### src/npic_pkg.sv
// Shared types and codes for the nested priority interrupt controller.
// Command and response words, line flags, sequencer states. No dependencies.
`timescale 1ns / 1ps

package npic_pkg;

  localparam int IrqW      = 6;
  localparam int PriInW    = 4;
  localparam int DepthOutW = 5;
  localparam int TotalW    = 32;

  typedef enum logic [2:0] {
    MODE_SET_PRI     = 3'd0,
    MODE_ENABLE      = 3'd1,
    MODE_DISABLE     = 3'd2,
    MODE_SET_PENDING = 3'd3,
    MODE_DISPATCH    = 3'd4,
    MODE_RETURN      = 3'd5,
    MODE_CLEAR_COUNT = 3'd6
  } npic_mode_t;

  typedef enum logic [1:0] {
    STATUS_NONE        = 2'd0,
    STATUS_ENTERED     = 2'd1,
    STATUS_RET_IGNORED = 2'd2
  } npic_status_t;

  typedef struct packed {
    logic [2:0]        mode;
    logic [IrqW-1:0]   irq_index;
    logic [PriInW-1:0] priority_value;
  } npic_cmd_t;

  typedef struct packed {
    npic_status_t         status;
    logic [IrqW-1:0]      entered_irq;
    logic                 preempted;
    logic                 active_valid;
    logic [IrqW-1:0]      active_irq;
    logic [DepthOutW-1:0] nest_depth;
    logic [TotalW-1:0]    preemption_total;
  } npic_rsp_t;

  typedef struct packed {
    logic enable;
    logic pending;
    logic active;
  } npic_flags_t;

  typedef enum logic [3:0] {
    ST_IDLE,
    ST_DECODE,
    ST_LINE_WR,
    ST_RET_WR,
    ST_POP_WAIT,
    ST_POP_PRI,
    ST_SCAN,
    ST_SCAN_LAST,
    ST_COMMIT,
    ST_DONE
  } npic_state_t;

endpackage

### src/npic_line_table.sv
// Per-line table: priority, enable, pending and active flags in one synchronous RAM.
// Per-entry written bits make unwritten entries read as the reset value. Uses npic_pkg.
`timescale 1ns / 1ps

module npic_line_table #(
  parameter int NUM_LINES     = 64,
  parameter int PRIORITY_BITS = 4
) (
  input  logic                         clk,
  input  logic                         rst,
  input  logic                         rd_en,
  input  logic [$clog2(NUM_LINES)-1:0] rd_addr,
  output logic [PRIORITY_BITS-1:0]     rd_pri,
  output npic_pkg::npic_flags_t        rd_flags,
  input  logic                         wr_en,
  input  logic [$clog2(NUM_LINES)-1:0] wr_addr,
  input  logic [PRIORITY_BITS-1:0]     wr_pri,
  input  npic_pkg::npic_flags_t        wr_flags
);

  localparam int EntryW = PRIORITY_BITS + 3;

  logic [EntryW-1:0]    mem [NUM_LINES];
  logic [NUM_LINES-1:0] written;
  logic [EntryW-1:0]    rd_q;
  logic                 rd_written;

  always_ff @(posedge clk) begin
    if (wr_en) begin
      mem[wr_addr] <= {wr_pri, wr_flags};
    end
    if (rd_en) begin
      rd_q       <= mem[rd_addr];
      rd_written <= written[rd_addr];
    end
  end

  always_ff @(posedge clk) begin
    if (rst) begin
      written <= '0;
    end else if (wr_en) begin
      written[wr_addr] <= 1'b1;
    end
  end

  // never-written entries: lowest urgency, all flags clear
  assign rd_pri   = rd_written ? rd_q[EntryW-1:3] : '1;
  assign rd_flags = rd_written ? npic_pkg::npic_flags_t'(rd_q[2:0]) : '0;

endmodule

### src/npic_ret_stack.sv
// Return stack of interrupted handlers: synchronous RAM plus depth counter.
// Pop data is registered and valid the cycle after pop. No package use.
`timescale 1ns / 1ps

module npic_ret_stack #(
  parameter int NEST_DEPTH = 16,
  parameter int LINE_W     = 6
) (
  input  logic                            clk,
  input  logic                            rst,
  input  logic                            push,
  input  logic [LINE_W-1:0]               push_line,
  input  logic                            pop,
  output logic [LINE_W-1:0]               pop_line,
  output logic [$clog2(NEST_DEPTH+1)-1:0] depth,
  output logic                            full,
  output logic                            empty
);

  localparam int SlotW  = $clog2(NEST_DEPTH);
  localparam int DepthW = $clog2(NEST_DEPTH + 1);

  logic [LINE_W-1:0] mem [NEST_DEPTH];
  logic [DepthW-1:0] top_slot;

  assign top_slot = depth - DepthW'(1);
  assign full     = (depth == DepthW'(NEST_DEPTH));
  assign empty    = (depth == '0);

  always_ff @(posedge clk) begin
    if (push) begin
      mem[depth[SlotW-1:0]] <= push_line;
    end
    if (pop) begin
      pop_line <= mem[top_slot[SlotW-1:0]];
    end
  end

  always_ff @(posedge clk) begin
    if (rst) begin
      depth <= '0;
    end else if (push) begin
      depth <= depth + DepthW'(1);
    end else if (pop) begin
      depth <= depth - DepthW'(1);
    end
  end

endmodule

### src/npic_ctrl.sv
// Sequencer: decodes a command word, runs read-modify-write on the line table,
// scans it for dispatch and drives the return stack. Uses npic_pkg.
`timescale 1ns / 1ps

module npic_ctrl #(
  parameter int NUM_LINES     = 64,
  parameter int PRIORITY_BITS = 4,
  parameter int NEST_DEPTH    = 16
) (
  input  logic                            clk,
  input  logic                            rst,
  input  logic                            cmd_valid,
  input  npic_pkg::npic_cmd_t             cmd,
  output logic                            busy,
  input  logic                            res_ready,
  output logic                            res_valid,
  output npic_pkg::npic_rsp_t             res,
  output logic                            tb_rd_en,
  output logic [$clog2(NUM_LINES)-1:0]    tb_rd_addr,
  input  logic [PRIORITY_BITS-1:0]        tb_rd_pri,
  input  npic_pkg::npic_flags_t           tb_rd_flags,
  output logic                            tb_wr_en,
  output logic [$clog2(NUM_LINES)-1:0]    tb_wr_addr,
  output logic [PRIORITY_BITS-1:0]        tb_wr_pri,
  output npic_pkg::npic_flags_t           tb_wr_flags,
  output logic                            st_push,
  output logic [$clog2(NUM_LINES)-1:0]    st_push_line,
  output logic                            st_pop,
  input  logic [$clog2(NUM_LINES)-1:0]    st_pop_line,
  input  logic [$clog2(NEST_DEPTH+1)-1:0] st_depth,
  input  logic                            st_full,
  input  logic                            st_empty
);

  localparam int LineW  = $clog2(NUM_LINES);
  localparam int TotalW = npic_pkg::TotalW;

  npic_pkg::npic_state_t  state, state_next;
  npic_pkg::npic_cmd_t    cmd_q;
  npic_pkg::npic_status_t status_q;

  logic                     cur_valid;
  logic [LineW-1:0]         cur_line;
  logic [PRIORITY_BITS-1:0] cur_pri;
  logic [TotalW-1:0]        total;
  logic [LineW-1:0]         entered_q;
  logic                     pre_q;
  logic [LineW-1:0]         scan_cnt;
  logic                     eval_on;
  logic [LineW-1:0]         eval_idx;
  logic                     found;
  logic [LineW-1:0]         best;
  logic [PRIORITY_BITS-1:0] win_pri;

  logic                     in_range;
  logic                     line_cmd;
  logic [LineW-1:0]         cmd_line;
  logic [PRIORITY_BITS-1:0] cmd_pri;
  logic                     hit;
  logic                     commit_ok;

  assign in_range = int'(cmd_q.irq_index) < NUM_LINES;
  assign line_cmd = (cmd_q.mode == npic_pkg::MODE_SET_PRI)
                 || (cmd_q.mode == npic_pkg::MODE_ENABLE)
                 || (cmd_q.mode == npic_pkg::MODE_DISABLE)
                 || (cmd_q.mode == npic_pkg::MODE_SET_PENDING);
  assign cmd_line = LineW'(cmd_q.irq_index);
  assign cmd_pri  = PRIORITY_BITS'(cmd_q.priority_value);

  // candidate must beat the running handler and the best seen so far
  assign hit = eval_on && tb_rd_flags.pending && tb_rd_flags.enable && !tb_rd_flags.active
            && (!cur_valid || (tb_rd_pri < cur_pri))
            && (!found || (tb_rd_pri < win_pri));

  // preempting with a full stack enters nothing; the line stays pending
  assign commit_ok = found && !(cur_valid && st_full);

  always_comb begin
    state_next = state;
    case (state)
      npic_pkg::ST_IDLE: begin
        if (cmd_valid) state_next = npic_pkg::ST_DECODE;
      end
      npic_pkg::ST_DECODE: begin
        if (line_cmd) begin
          state_next = in_range ? npic_pkg::ST_LINE_WR : npic_pkg::ST_DONE;
        end else if (cmd_q.mode == npic_pkg::MODE_DISPATCH) begin
          state_next = npic_pkg::ST_SCAN;
        end else if (cmd_q.mode == npic_pkg::MODE_RETURN) begin
          state_next = cur_valid ? npic_pkg::ST_RET_WR : npic_pkg::ST_DONE;
        end else begin
          state_next = npic_pkg::ST_DONE;
        end
      end
      npic_pkg::ST_LINE_WR:   state_next = npic_pkg::ST_DONE;
      npic_pkg::ST_RET_WR: begin
        state_next = st_empty ? npic_pkg::ST_SCAN : npic_pkg::ST_POP_WAIT;
      end
      npic_pkg::ST_POP_WAIT:  state_next = npic_pkg::ST_POP_PRI;
      npic_pkg::ST_POP_PRI:   state_next = npic_pkg::ST_SCAN;
      npic_pkg::ST_SCAN: begin
        if (scan_cnt == LineW'(NUM_LINES - 1)) state_next = npic_pkg::ST_SCAN_LAST;
      end
      npic_pkg::ST_SCAN_LAST: state_next = npic_pkg::ST_COMMIT;
      npic_pkg::ST_COMMIT:    state_next = npic_pkg::ST_DONE;
      npic_pkg::ST_DONE: begin
        if (res_ready) state_next = npic_pkg::ST_IDLE;
      end
      default:                state_next = npic_pkg::ST_IDLE;
    endcase
  end

  always_comb begin
    busy         = (state != npic_pkg::ST_IDLE);
    res_valid    = 1'b0;
    tb_rd_en     = 1'b0;
    tb_rd_addr   = cmd_line;
    tb_wr_en     = 1'b0;
    tb_wr_addr   = cmd_line;
    tb_wr_pri    = tb_rd_pri;
    tb_wr_flags  = tb_rd_flags;
    st_push      = 1'b0;
    st_push_line = cur_line;
    st_pop       = 1'b0;
    case (state)
      npic_pkg::ST_DECODE: begin
        if (line_cmd && in_range) begin
          tb_rd_en = 1'b1;
        end else if ((cmd_q.mode == npic_pkg::MODE_RETURN) && cur_valid) begin
          tb_rd_en   = 1'b1;
          tb_rd_addr = cur_line;
        end
      end
      npic_pkg::ST_LINE_WR: begin
        tb_wr_en = 1'b1;
        case (cmd_q.mode)
          npic_pkg::MODE_SET_PRI:     tb_wr_pri           = cmd_pri;
          npic_pkg::MODE_ENABLE:      tb_wr_flags.enable  = 1'b1;
          npic_pkg::MODE_DISABLE:     tb_wr_flags.enable  = 1'b0;
          npic_pkg::MODE_SET_PENDING: tb_wr_flags.pending = 1'b1;
          default:                    tb_wr_en            = 1'b0;
        endcase
      end
      npic_pkg::ST_RET_WR: begin
        // retire the running line, then pop its predecessor if any
        tb_wr_en           = 1'b1;
        tb_wr_addr         = cur_line;
        tb_wr_flags.active = 1'b0;
        st_pop             = !st_empty;
      end
      npic_pkg::ST_POP_WAIT: begin
        tb_rd_en   = 1'b1;
        tb_rd_addr = st_pop_line;
      end
      npic_pkg::ST_SCAN: begin
        tb_rd_en   = 1'b1;
        tb_rd_addr = scan_cnt;
      end
      npic_pkg::ST_COMMIT: begin
        if (commit_ok) begin
          tb_wr_en    = 1'b1;
          tb_wr_addr  = best;
          tb_wr_pri   = win_pri;
          tb_wr_flags = '{enable: 1'b1, pending: 1'b0, active: 1'b1};
          st_push     = cur_valid;
        end
      end
      npic_pkg::ST_DONE: res_valid = 1'b1;
      default: ;
    endcase
  end

  always_ff @(posedge clk) begin
    if (rst) begin
      state     <= npic_pkg::ST_IDLE;
      cur_valid <= 1'b0;
      total     <= '0;
      found     <= 1'b0;
      eval_on   <= 1'b0;
    end else begin
      state   <= state_next;
      eval_on <= (state == npic_pkg::ST_SCAN);
      if (state == npic_pkg::ST_DECODE) begin
        found <= 1'b0;
      end else if (hit) begin
        found <= 1'b1;
      end
      if ((state == npic_pkg::ST_RET_WR) && st_empty) begin
        cur_valid <= 1'b0;
      end else if ((state == npic_pkg::ST_COMMIT) && commit_ok) begin
        cur_valid <= 1'b1;
      end
      if ((state == npic_pkg::ST_DECODE) && (cmd_q.mode == npic_pkg::MODE_CLEAR_COUNT)) begin
        total <= '0;
      end else if ((state == npic_pkg::ST_COMMIT) && commit_ok && cur_valid && (total != '1)) begin
        total <= total + TotalW'(1);
      end
    end
  end

  always_ff @(posedge clk) begin
    if ((state == npic_pkg::ST_IDLE) && cmd_valid) begin
      cmd_q <= cmd;
    end
    if (state == npic_pkg::ST_DECODE) begin
      status_q  <= ((cmd_q.mode == npic_pkg::MODE_RETURN) && !cur_valid)
                   ? npic_pkg::STATUS_RET_IGNORED : npic_pkg::STATUS_NONE;
      entered_q <= '0;
      pre_q     <= 1'b0;
      scan_cnt  <= '0;
    end
    if ((state == npic_pkg::ST_LINE_WR) && (cmd_q.mode == npic_pkg::MODE_SET_PRI)
        && (cmd_line == cur_line)) begin
      cur_pri <= cmd_pri;
    end
    if (state == npic_pkg::ST_POP_WAIT) begin
      cur_line <= st_pop_line;
    end
    if (state == npic_pkg::ST_POP_PRI) begin
      cur_pri <= tb_rd_pri;
    end
    if (state == npic_pkg::ST_SCAN) begin
      scan_cnt <= scan_cnt + LineW'(1);
      eval_idx <= scan_cnt;
    end
    if (hit) begin
      best    <= eval_idx;
      win_pri <= tb_rd_pri;
    end
    if ((state == npic_pkg::ST_COMMIT) && commit_ok) begin
      status_q  <= npic_pkg::STATUS_ENTERED;
      entered_q <= best;
      pre_q     <= cur_valid;
      cur_line  <= best;
      cur_pri   <= win_pri;
    end
  end

  always_comb begin
    res.status           = status_q;
    res.entered_irq      = npic_pkg::IrqW'(entered_q);
    res.preempted        = pre_q;
    res.active_valid     = cur_valid;
    res.active_irq       = cur_valid ? npic_pkg::IrqW'(cur_line) : '0;
    res.nest_depth       = npic_pkg::DepthOutW'(st_depth);
    res.preemption_total = total;
  end

endmodule

### src/nested_priority_interrupt_controller_top.sv
// Top level of the nested priority interrupt controller: sequencer, line table,
// return stack and the response register. Uses npic_pkg and the npic_* modules.
`timescale 1ns / 1ps

// Takes one command word at a time and returns one response word per command.
// Priority, enable and pending commands are a read-modify-write of one line;
// a dispatch and a handler return also search the table, reading the single
// read port of the line table one line per cycle. The command side stalls
// while a command is in flight; a finished response waits in an output
// register so the next command is taken meanwhile. The line table comes out
// of reset ready; no clearing pass is run.

module nested_priority_interrupt_controller_top #(
  parameter int NUM_LINES     = 64,
  parameter int PRIORITY_BITS = 4,
  parameter int NEST_DEPTH    = 16
) (
  input  logic                clk,
  input  logic                rst,
  input  logic                cmd_valid,
  output logic                cmd_stall,
  input  npic_pkg::npic_cmd_t cmd,
  output logic                rsp_valid,
  input  logic                rsp_stall,
  output npic_pkg::npic_rsp_t rsp
);

  localparam int LineW  = $clog2(NUM_LINES);
  localparam int DepthW = $clog2(NEST_DEPTH + 1);

  npic_pkg::npic_rsp_t      res;
  logic                     res_valid;
  logic                     res_ready;
  logic                     tb_rd_en;
  logic [LineW-1:0]         tb_rd_addr;
  logic [PRIORITY_BITS-1:0] tb_rd_pri;
  npic_pkg::npic_flags_t    tb_rd_flags;
  logic                     tb_wr_en;
  logic [LineW-1:0]         tb_wr_addr;
  logic [PRIORITY_BITS-1:0] tb_wr_pri;
  npic_pkg::npic_flags_t    tb_wr_flags;
  logic                     st_push;
  logic [LineW-1:0]         st_push_line;
  logic                     st_pop;
  logic [LineW-1:0]         st_pop_line;
  logic [DepthW-1:0]        st_depth;
  logic                     st_full;
  logic                     st_empty;

  assign res_ready = !rsp_valid || !rsp_stall;

  npic_ctrl #(
    .NUM_LINES    (NUM_LINES),
    .PRIORITY_BITS(PRIORITY_BITS),
    .NEST_DEPTH   (NEST_DEPTH)
  ) u_ctrl (
    .clk         (clk),
    .rst         (rst),
    .cmd_valid   (cmd_valid),
    .cmd         (cmd),
    .busy        (cmd_stall),
    .res_ready   (res_ready),
    .res_valid   (res_valid),
    .res         (res),
    .tb_rd_en    (tb_rd_en),
    .tb_rd_addr  (tb_rd_addr),
    .tb_rd_pri   (tb_rd_pri),
    .tb_rd_flags (tb_rd_flags),
    .tb_wr_en    (tb_wr_en),
    .tb_wr_addr  (tb_wr_addr),
    .tb_wr_pri   (tb_wr_pri),
    .tb_wr_flags (tb_wr_flags),
    .st_push     (st_push),
    .st_push_line(st_push_line),
    .st_pop      (st_pop),
    .st_pop_line (st_pop_line),
    .st_depth    (st_depth),
    .st_full     (st_full),
    .st_empty    (st_empty)
  );

  npic_line_table #(
    .NUM_LINES    (NUM_LINES),
    .PRIORITY_BITS(PRIORITY_BITS)
  ) u_line_table (
    .clk     (clk),
    .rst     (rst),
    .rd_en   (tb_rd_en),
    .rd_addr (tb_rd_addr),
    .rd_pri  (tb_rd_pri),
    .rd_flags(tb_rd_flags),
    .wr_en   (tb_wr_en),
    .wr_addr (tb_wr_addr),
    .wr_pri  (tb_wr_pri),
    .wr_flags(tb_wr_flags)
  );

  npic_ret_stack #(
    .NEST_DEPTH(NEST_DEPTH),
    .LINE_W    (LineW)
  ) u_ret_stack (
    .clk      (clk),
    .rst      (rst),
    .push     (st_push),
    .push_line(st_push_line),
    .pop      (st_pop),
    .pop_line (st_pop_line),
    .depth    (st_depth),
    .full     (st_full),
    .empty    (st_empty)
  );

  // response register: load when empty or being taken, hold while stalled
  always_ff @(posedge clk) begin
    if (rst) begin
      rsp_valid <= 1'b0;
    end else if (res_valid && res_ready) begin
      rsp_valid <= 1'b1;
    end else if (!rsp_stall) begin
      rsp_valid <= 1'b0;
    end
  end

  always_ff @(posedge clk) begin
    if (res_valid && res_ready) begin
      rsp <= res;
    end
  end

  a_depth_bound: assert property (@(posedge clk) disable iff (rst)
    st_depth <= DepthW'(NEST_DEPTH))
    else $error("return stack depth above its size");

  a_entered_active: assert property (@(posedge clk) disable iff (rst)
    rsp_valid && (rsp.status == npic_pkg::STATUS_ENTERED)
    |-> rsp.active_valid && (rsp.active_irq == rsp.entered_irq))
    else $error("entered line is not the running handler");

  a_preempt_entered: assert property (@(posedge clk) disable iff (rst)
    rsp_valid && rsp.preempted |-> (rsp.status == npic_pkg::STATUS_ENTERED))
    else $error("preemption reported without an entry");

  a_ignored_idle: assert property (@(posedge clk) disable iff (rst)
    rsp_valid && (rsp.status == npic_pkg::STATUS_RET_IGNORED) |-> !rsp.active_valid)
    else $error("ignored return while a handler runs");

  a_busy_after_accept: assert property (@(posedge clk) disable iff (rst)
    cmd_valid && !cmd_stall |=> cmd_stall)
    else $error("command side not busy after accepting a word");

endmodule
### config.mk
export PLATFORM = sky130hd
export DESIGN_NAME = nested_priority_interrupt_controller_top
export DESIGN_NICKNAME = d
export VERILOG_FILES = /design/src/npic_pkg.sv /design/src/npic_line_table.sv /design/src/npic_ret_stack.sv /design/src/npic_ctrl.sv /design/src/nested_priority_interrupt_controller_top.sv
export SDC_FILE = /design/constraint.sdc
export NUM_CORES = 1
export LEC_CHECK = 0
export BUFFER_PORTS_ARGS = -buffer_cell sky130_fd_sc_hd__buf_2
export CORE_UTILIZATION = 45
export CTS_CLUSTER_DIAMETER = 120
export CTS_CLUSTER_SIZE = 16
export DETAILED_ROUTE_END_ITERATION = 8
export GPL_ROUTABILITY_DRIVEN = 0
export PLACE_DENSITY = 0.7
export SKIP_CTS_REPAIR_TIMING = 1
export SYNTH_ARGS = -nofsm -noshare
export SYNTH_HDL_FRONTEND = slang
export SYNTH_SLANG_ARGS = --single-unit
### constraint.sdc
create_clock -name clk -period 6 [get_ports clk]
set_input_delay 1.2 -clock clk [delete_from_list [all_inputs] [get_ports clk]]
set_output_delay 1.2 -clock clk [all_outputs]
set_load 0.02 [all_outputs]
==> results of run 1 <==
==> flip-flops by register name, summed over array words and instances, names as in the netlist, 2 cells and up <==
name	flops
u_line_table.mem	448
u_ret_stack.mem	96
u_line_table.written	64
rsp	53
u_ctrl.total	32
u_line_table.rd_q	7
u_ctrl.best	6
u_ctrl.cmd_line	6
u_ctrl.entered_q	6
u_ctrl.eval_idx	6
u_ctrl.scan_cnt	6
u_ctrl.st_push_line	6
u_ret_stack.pop_line	6
u_ret_stack.depth	5
u_ctrl.cmd_pri	4
u_ctrl.cur_pri	4
u_ctrl.state	4
u_ctrl.win_pri	4
u_ctrl.cmd_q	3
u_ctrl.status_q	2
==> layout make-up <==
class                   count  share of cell area (%)
clock inverters             4                   0.134
flip-flops and latches    774                    65.9
well taps                 873                    3.25
multi-input cells        1411                    24.3
clock buffers              85                    4.37
repair buffers            104                    1.83
inverters                  19                   0.212
==> path summary, 6_finish.rpt <==
check | endpoint | cells past startpoint
worst max register to register | u_line_table.mem[25][4]$_DFFE_PP_ | 8
worst min register to register | rsp[46]$_DFFE_PP_ | 0
worst min-delay path | rsp[46]$_DFFE_PP_ | 0
worst max-delay path | u_line_table.mem[25][4]$_DFFE_PP_ | 8
==> logic make-up (layout without fill, tap and decap cells) <==
logic type	after synthesis	count (layout)	share of synthesized area, %
buffers and inverters	135	212	1.90
flip-flops	774	774	71.8
AO/OA/AOI/OAI	277	277	5.73
XOR/XNOR	44	44	1.25
multiplexers	79	79	4.43
adder cells (fa/ha/maj)	13	13	0.528
AND/OR/NAND/NOR	998	998	14.3
==> layout by cell type (no fill, tap or decap), drive strengths merged, types with 6 or more instances in the layout <==
cell type | Yosys | routed
nand2 | 458 | 458
a21o | 6 | 6
or3 | 12 | 12
a22oi | 20 | 20
nand2b | 11 | 11
nor2b | 8 | 8
o211ai | 6 | 6
a221o | 8 | 8
o21ai | 25 | 25
a21oi | 117 | 117
nand4 | 45 | 45
clkbuf | 76 | 85
and3 | 9 | 9
xor2 | 15 | 15
mux2i | 25 | 25
a32o | 8 | 8
a32oi | 19 | 19
nor2 | 228 | 228
nor4 | 6 | 6
dfxtp | 111 | 111
inv | 19 | 22
ha | 13 | 13
edfxtp | 663 | 663
mux4 | 45 | 45
and2 | 18 | 18
xnor2 | 29 | 29
a31oi | 41 | 41
buf | 40 | 104
nand3 | 160 | 160
mux2 | 9 | 9
nor3 | 19 | 19
==> stage by stage <==
stage                     worst slack [ns]  instance area (sq um)  util, %
final                                 1.35                  33600     49.9
after global routing                  1.14                  33600     49.9
after CTS                             1.44                  33600     49.8
after detailed placement              1.48                  32100     47.6
after global placement                1.68                  32100     47.6
after floorplan                     0.0222                  30800        -
==> layer usage <==
layer | up-vias | share of wire [%] | global-route usage [%] | routed length [microns]
met2 | 1098 | 46 | 33.1 | 33900
met1 | 9518 | 40 | 28.6 | 29200
li1 | 8633 | - | - | -
met4 | 0 | 4.0 | 8.04 | 2940
met3 | 190 | 10 | 4.37 | 7660
met5 | - | 0 | 0 | 0
==> power groups by stage <==
stage / Sequential [mW] / Combinational, mW / Clock [mW]
finish: 6.24 / 1.73 / 3.44
global route: 6.25 / 1.85 / 3.67
CTS: 6.24 / 1.70 / 3.49
detailed placement: 6.36 / 1.69 / 0
global placement: 6.36 / 1.67 / 0
floorplan: 6.34 / 1.10 / 0
==> impl_metrics.tcl, run 1 <==
set metrics [dict create \
    cp_num_buf_inv 1 \
    multi_input_area_sq_mm 0.00818 \
    maxCapViolCount 0 \
    leakagePower_nw 10.9 \
    synth.distinct_cells 68 \
    p_sw_mw 3.16 \
    slew_viol_final 0 \
    ios 72 \
    ff_latch_area_sq_mm 0.0221 \
    drive_above_1_share_pct 10.2 \
    ys.flop_type "edfxtp_1" \
    drcViolationCount 0 \
    vias 19439 \
    seq_power_share_pct 54.7 \
    clock_skew_ns 0.0232 \
    tightest_slew_ns 1.35 \
    rows 95 \
    synth-seq-cells 774 \
    synth_edf_count 663 \
    synth_top_area_cell "edfxtp_1" \
    rsz0062_at_grt "false" \
    combPwrFrac_pct 15.2 \
    clock-sinks 774 \
    reg2reg_from "u_ret_stack.depth[1]$_SDFFE_PP0P_" \
    cp-startpoint "u_ret_stack.depth[1]$_SDFFE_PP0P_" \
    cts_tree "yes" \
    cp_cell_sequence "inv_1 > ha_1 > and4bb_2 > a211oi_4 > nor2_1 > a221oi_1 > nand2_1 > nor2_1" \
    gr-total-overflow 0 \
    crit_fanout 15 \
    grt_pass1_vias 18727 \
    syn_to_final_growth_pct 9.09 \
    initial_core_util_pct 45.7 \
    clock-root-buffer "clkbuf_16" \
    rrSetupSlack_ns 1.35 \
    internal_power_mw 8.25 \
    holdWs_ns 0.420 \
    power.share.switching_pct 27.7 \
    post-dp-hpwl_microns 45900 \
    wl_per_cell_microns 22.5 \
    clk_pin_slew_worst_paths_ns 0.08 \
    max_slew_margin_pct 9.61 \
    placed_cells 3181 \
    powerDensity_mw_per_mm2 340 \
    crit_slowest_cell "a221oi_1" \
    cp_data_arrival_time_ns 4.93 \
    startpoint_type "register" \
    vdd_drop_max_v 0.000267 \
    dieArea_sq_mm 0.0695 \
    setup_violations 0 \
    synthTopCellsByCount "edfxtp_1, nand2_1, nor2_1" \
    final_nets 2394 \
    coreArea_sq_mm 0.0674 \
    numCtsBuffers 54 \
    grt_pass1_wl_microns 112000 \
    yosysMostFrequentCell "edfxtp_1" \
    avgSynthCellArea_sq_um 13.3 \
    crit_type "reg2reg" \
    antenna_left 0 \
    synthCells 2320 \
    yosysTopAreaCellShare_pct 64.6 \
    fmaxAchievable_mhz 215 \
    n_antenna_cell 0 \
    die_h_microns 264 \
    instances_no_fill 3270 \
    grt_max_degree 88 \
    grt.total_usage_pct 21.0 \
    clkPwrFrac_pct 30.1 \
    post-route-period-util_pct 77.6 \
    syn_nets 2350 \
    io_buffers 71 \
    worst_path_largest_cell_delay_ns 0.83 \
    report.power.total_mw 11.4 \
    ys_top_cells_by_area "edfxtp_1, dfxtp_1, nand2_1" \
    synthArstFlopShare_pct 0 \
    min_period_ns 4.65 \
    htreeDepth 2 \
    antenna_found_initial 0 \
    worstSkewPairLatency_ns 0.63 \
    nFillCells 5618 \
    hold_path_startpoint "u_ctrl.entered_q[1]$_SDFFCE_PN0P_" \
    hp-class "reg2reg" \
    dieWidth_microns 264 \
    ys_warn_count 0 \
    end_kind "register" \
    drtIter0Drc 2623 \
    cts_buffer_depth 3 \
    hold_violations 0 \
    routed_wl_microns 73700 \
    tns_ns 0 \
    first_pass_iters 7 \
    worstPathRequired_ns 6.27 \
    crit_top_cell "nor2_1" \
    cpLargestDelayFamily "simple AND/OR/NAND/NOR gates" \
    synth_area_sq_mm 0.0308 \
    avgViaCountPerCell 5.94 \
    ys_seq_area_share_pct 71.8 \
    status "completed" \
]
Note: power is estimated with default switching activity, not from simulation.
==> run 2: changes to the inputs <==
--- a/config.mk
+++ b/config.mk
@@ -5,6 +5,7 @@
 export SDC_FILE = /design/constraint.sdc
 export NUM_CORES = 1
 export LEC_CHECK = 0
+export ABC_AREA = 1
 export BUFFER_PORTS_ARGS = -buffer_cell sky130_fd_sc_hd__buf_2
 export CORE_UTILIZATION = 45
 export CTS_CLUSTER_DIAMETER = 120
==> constraint.sdc (replaced) <==
create_clock -name clk -period 4.26 [get_ports clk]
set_input_delay 0.852 -clock clk [delete_from_list [all_inputs] [get_ports clk]]
set_output_delay 0.852 -clock clk [all_outputs]
set_load 0.02 [all_outputs]
==> run 2 against run 1 <==
Cell count up 37%. Non-clock buffer count up 18. Worst setup slack worse by 0.68 ns. Synthesized cell count up 48%. Critical endpoint is now u_line_table.rd_q[1]$_DFFE_PP_. Clock-buffer cell count up 13. Die area up 12%. First-iteration DRC count up 9.6%. Critical path type unchanged. Global-route usage up 0.79 points. Wire length up 15%. Clock power up 44%. Utilization down 0.43 points. Sequential power up 54%.
==> impl_metrics.tcl, run 2 <==
set metrics [dict create \
    clock_skew_ns 0.0429 \
    clock-root-buffer "clkbuf_16" \
    grt_pass1_wl_microns 133000 \
    powerDensity_mw_per_mm2 662 \
    worstSkewPairLatency_ns 0.65 \
    final_nets 3450 \
    initial_core_util_pct 45.5 \
    gr-total-overflow 0 \
    synthTopCellsByCount "edfxtp_1, inv_1, nand2_1" \
    yosysTopAreaCellShare_pct 57.6 \
    ff_latch_area_sq_mm 0.0221 \
    synth_area_sq_mm 0.0346 \
    slew_viol_final 0 \
    ys_warn_count 0 \
    status "completed" \
    crit_slowest_cell "inv_1" \
    maxCapViolCount 0 \
    crit_fanout 33 \
    hp-class "in2reg" \
    power.share.switching_pct 41.5 \
    avgSynthCellArea_sq_um 10.1 \
    syn_nets 3466 \
    ys.flop_type "edfxtp_1" \
    die_h_microns 279 \
    clkPwrFrac_pct 20.0 \
    post-dp-hpwl_microns 50300 \
    ys_top_cells_by_area "edfxtp_1, nand3_1, inv_1" \
    avgViaCountPerCell 5.44 \
    post-route-period-util_pct 84.3 \
    cp_data_arrival_time_ns 4.12 \
    cts_buffer_depth 3 \
    wl_per_cell_microns 18.9 \
    clk_pin_slew_worst_paths_ns 0.07 \
    vias 24451 \
    antenna_left 0 \
    synth_edf_count 663 \
    syn_to_final_growth_pct 8.63 \
    routed_wl_microns 85100 \
    dieWidth_microns 279 \
    coreArea_sq_mm 0.0759 \
    grt.total_usage_pct 21.8 \
    reg_top3 "u_line_table.mem x448, u_ret_stack.mem x96, u_line_table.written x64" \
    p_sw_mw 10.3 \
    synth.distinct_cells 43 \
    crit_type "reg2reg" \
    synth_top_area_cell "edfxtp_1" \
    grt_pass1_vias 23103 \
    htreeDepth 2 \
    synthCells 3436 \
    fmaxAchievable_mhz 279 \
    startpoint_type "register" \
    antenna_found_initial 0 \
    vdd_drop_max_v 0.00120 \
    drcViolationCount 0 \
    ys_seq_area_share_pct 64.0 \
    synth-seq-cells 774 \
    worstPathRequired_ns 4.79 \
    worst_path_largest_cell_delay_ns 0.73 \
    n_antenna_cell 0 \
    min_period_ns 3.59 \
    largest-register "u_line_table.mem" \
    numCtsBuffers 54 \
    first_pass_iters 6 \
    drive_above_1_share_pct 7.10 \
    max_slew_margin_pct 15.9 \
    nFillCells 6743 \
    io_buffers 71 \
    final_cell_mix "edfxtp_1, inv_1, nand2_1" \
    report.power.total_mw 24.8 \
    yosysMostFrequentCell "edfxtp_1" \
    leakagePower_nw 15.0 \
    tns_ns 0 \
    multi_input_area_sq_mm 0.00917 \
    hold_violations 0 \
    combPwrFrac_pct 41.4 \
    crit_top_cell "nand3_1" \
    end_kind "register" \
    internal_power_mw 14.5 \
    cp_cell_sequence "inv_1 > nor3_2 > nand3_1 > o211ai_1 > a21oi_2 > buf_4 > inv_1 > buf_4 > nand3_1 > nand3_1 > nand3_1 > nand2_1" \
    largest_reg_flops 448 \
    drtIter0Drc 2875 \
    rows 101 \
    cts_tree "yes" \
    setup_violations 0 \
    dieArea_sq_mm 0.0779 \
    tightest_slew_ns 1.26 \
    grt_max_degree 159 \
    ios 72 \
    rsz0062_at_grt "false" \
    final_common_cell "edfxtp_1" \
    seq_power_share_pct 38.6 \
    synthArstFlopShare_pct 0 \
    clock-sinks 774 \
]
-- run 2: kinds of logic (layout without fill, tap and decap cells) --
family	count (synthesis)	count (layout)	synth area share, %
simple gates	1491	1491	20.5
buf+inv	867	897	9.89
flops	774	774	64.0
compound gates	259	259	4.28
xor+xnor	25	25	0.634
fa+ha+maj	13	13	0.471
mux	7	7	0.203
-- run 2: per-stage QoR --
step	hold slack, ns	worst slack, ns	utilization [%]	instances	cell area [sq um]
after global routing	0.369	0.532	49.4	4496	37500
after global placement	0.401	0.749	47.3	4394	36000
final	0.395	0.670	49.4	4496	37500
after floorplan	0.400	0.0794	-	3436	34600
after detailed placement	0.405	0.706	47.3	4394	36000
after CTS	0.362	0.711	49.4	4496	37500
-- run 2: critical path: cells and delay by family (launching register included) --
| kind | cells | cell delay [ns] |
|---|---|---|
| AOI/OAI and AO/OA | 2 | 0.22 |
| buffers and inverters | 4 | 1.50 |
| DFF | 1 | 0.56 |
| and+or+nand+nor | 6 | 1.17 |
-- run 2: per-layer routing --
layer  routed length [microns]  global-route usage, %
met4                      2370                   6.92
met3                      7550                   3.81
met1                     35700                   30.4
met2                     39500                   34.6
met5                         0                      0
-- run 2: cell type report --
class | instances | area share, %
Sequential cell | 774 | 58.9
Multi-Input combinational cell | 1795 | 24.4
Inverter | 673 | 6.74
Clock buffer | 98 | 4.04
Tap cell | 1030 | 3.43
Timing Repair Buffer | 122 | 2.23
Clock inverter | 4 | 0.187
-- run 2: path summary, 6_finish.rpt --
path                                startpoint                             end  slack [ns]  depth (start not counted)
hold reg to reg   u_ctrl.eval_idx[1]$_DFFE_PP_        u_ctrl.best[1]$_DFFE_PP_        0.42                          0
hold / removal                         cmd[11]      u_ctrl.cmd_q[11]$_DFFE_PP_        0.40                          1
setup reg to reg    u_ctrl.cmd_q[12]$_DFFE_PP_  u_line_table.rd_q[1]$_DFFE_PP_        0.67                         12
setup / recovery    u_ctrl.cmd_q[12]$_DFFE_PP_  u_line_table.rd_q[1]$_DFFE_PP_        0.67                         12
-- run 2: power groups by stage --
stage | registers [mW] | logic (mW) | clock network (mW)
floorplan | 9.79 | 6.79 | 0
global placement | 9.74 | 10.0 | 0
detailed placement | 9.75 | 10.1 | 0
CTS | 9.58 | 10.2 | 5.04
global route | 9.61 | 11.2 | 5.33
finish | 9.59 | 10.3 | 4.96
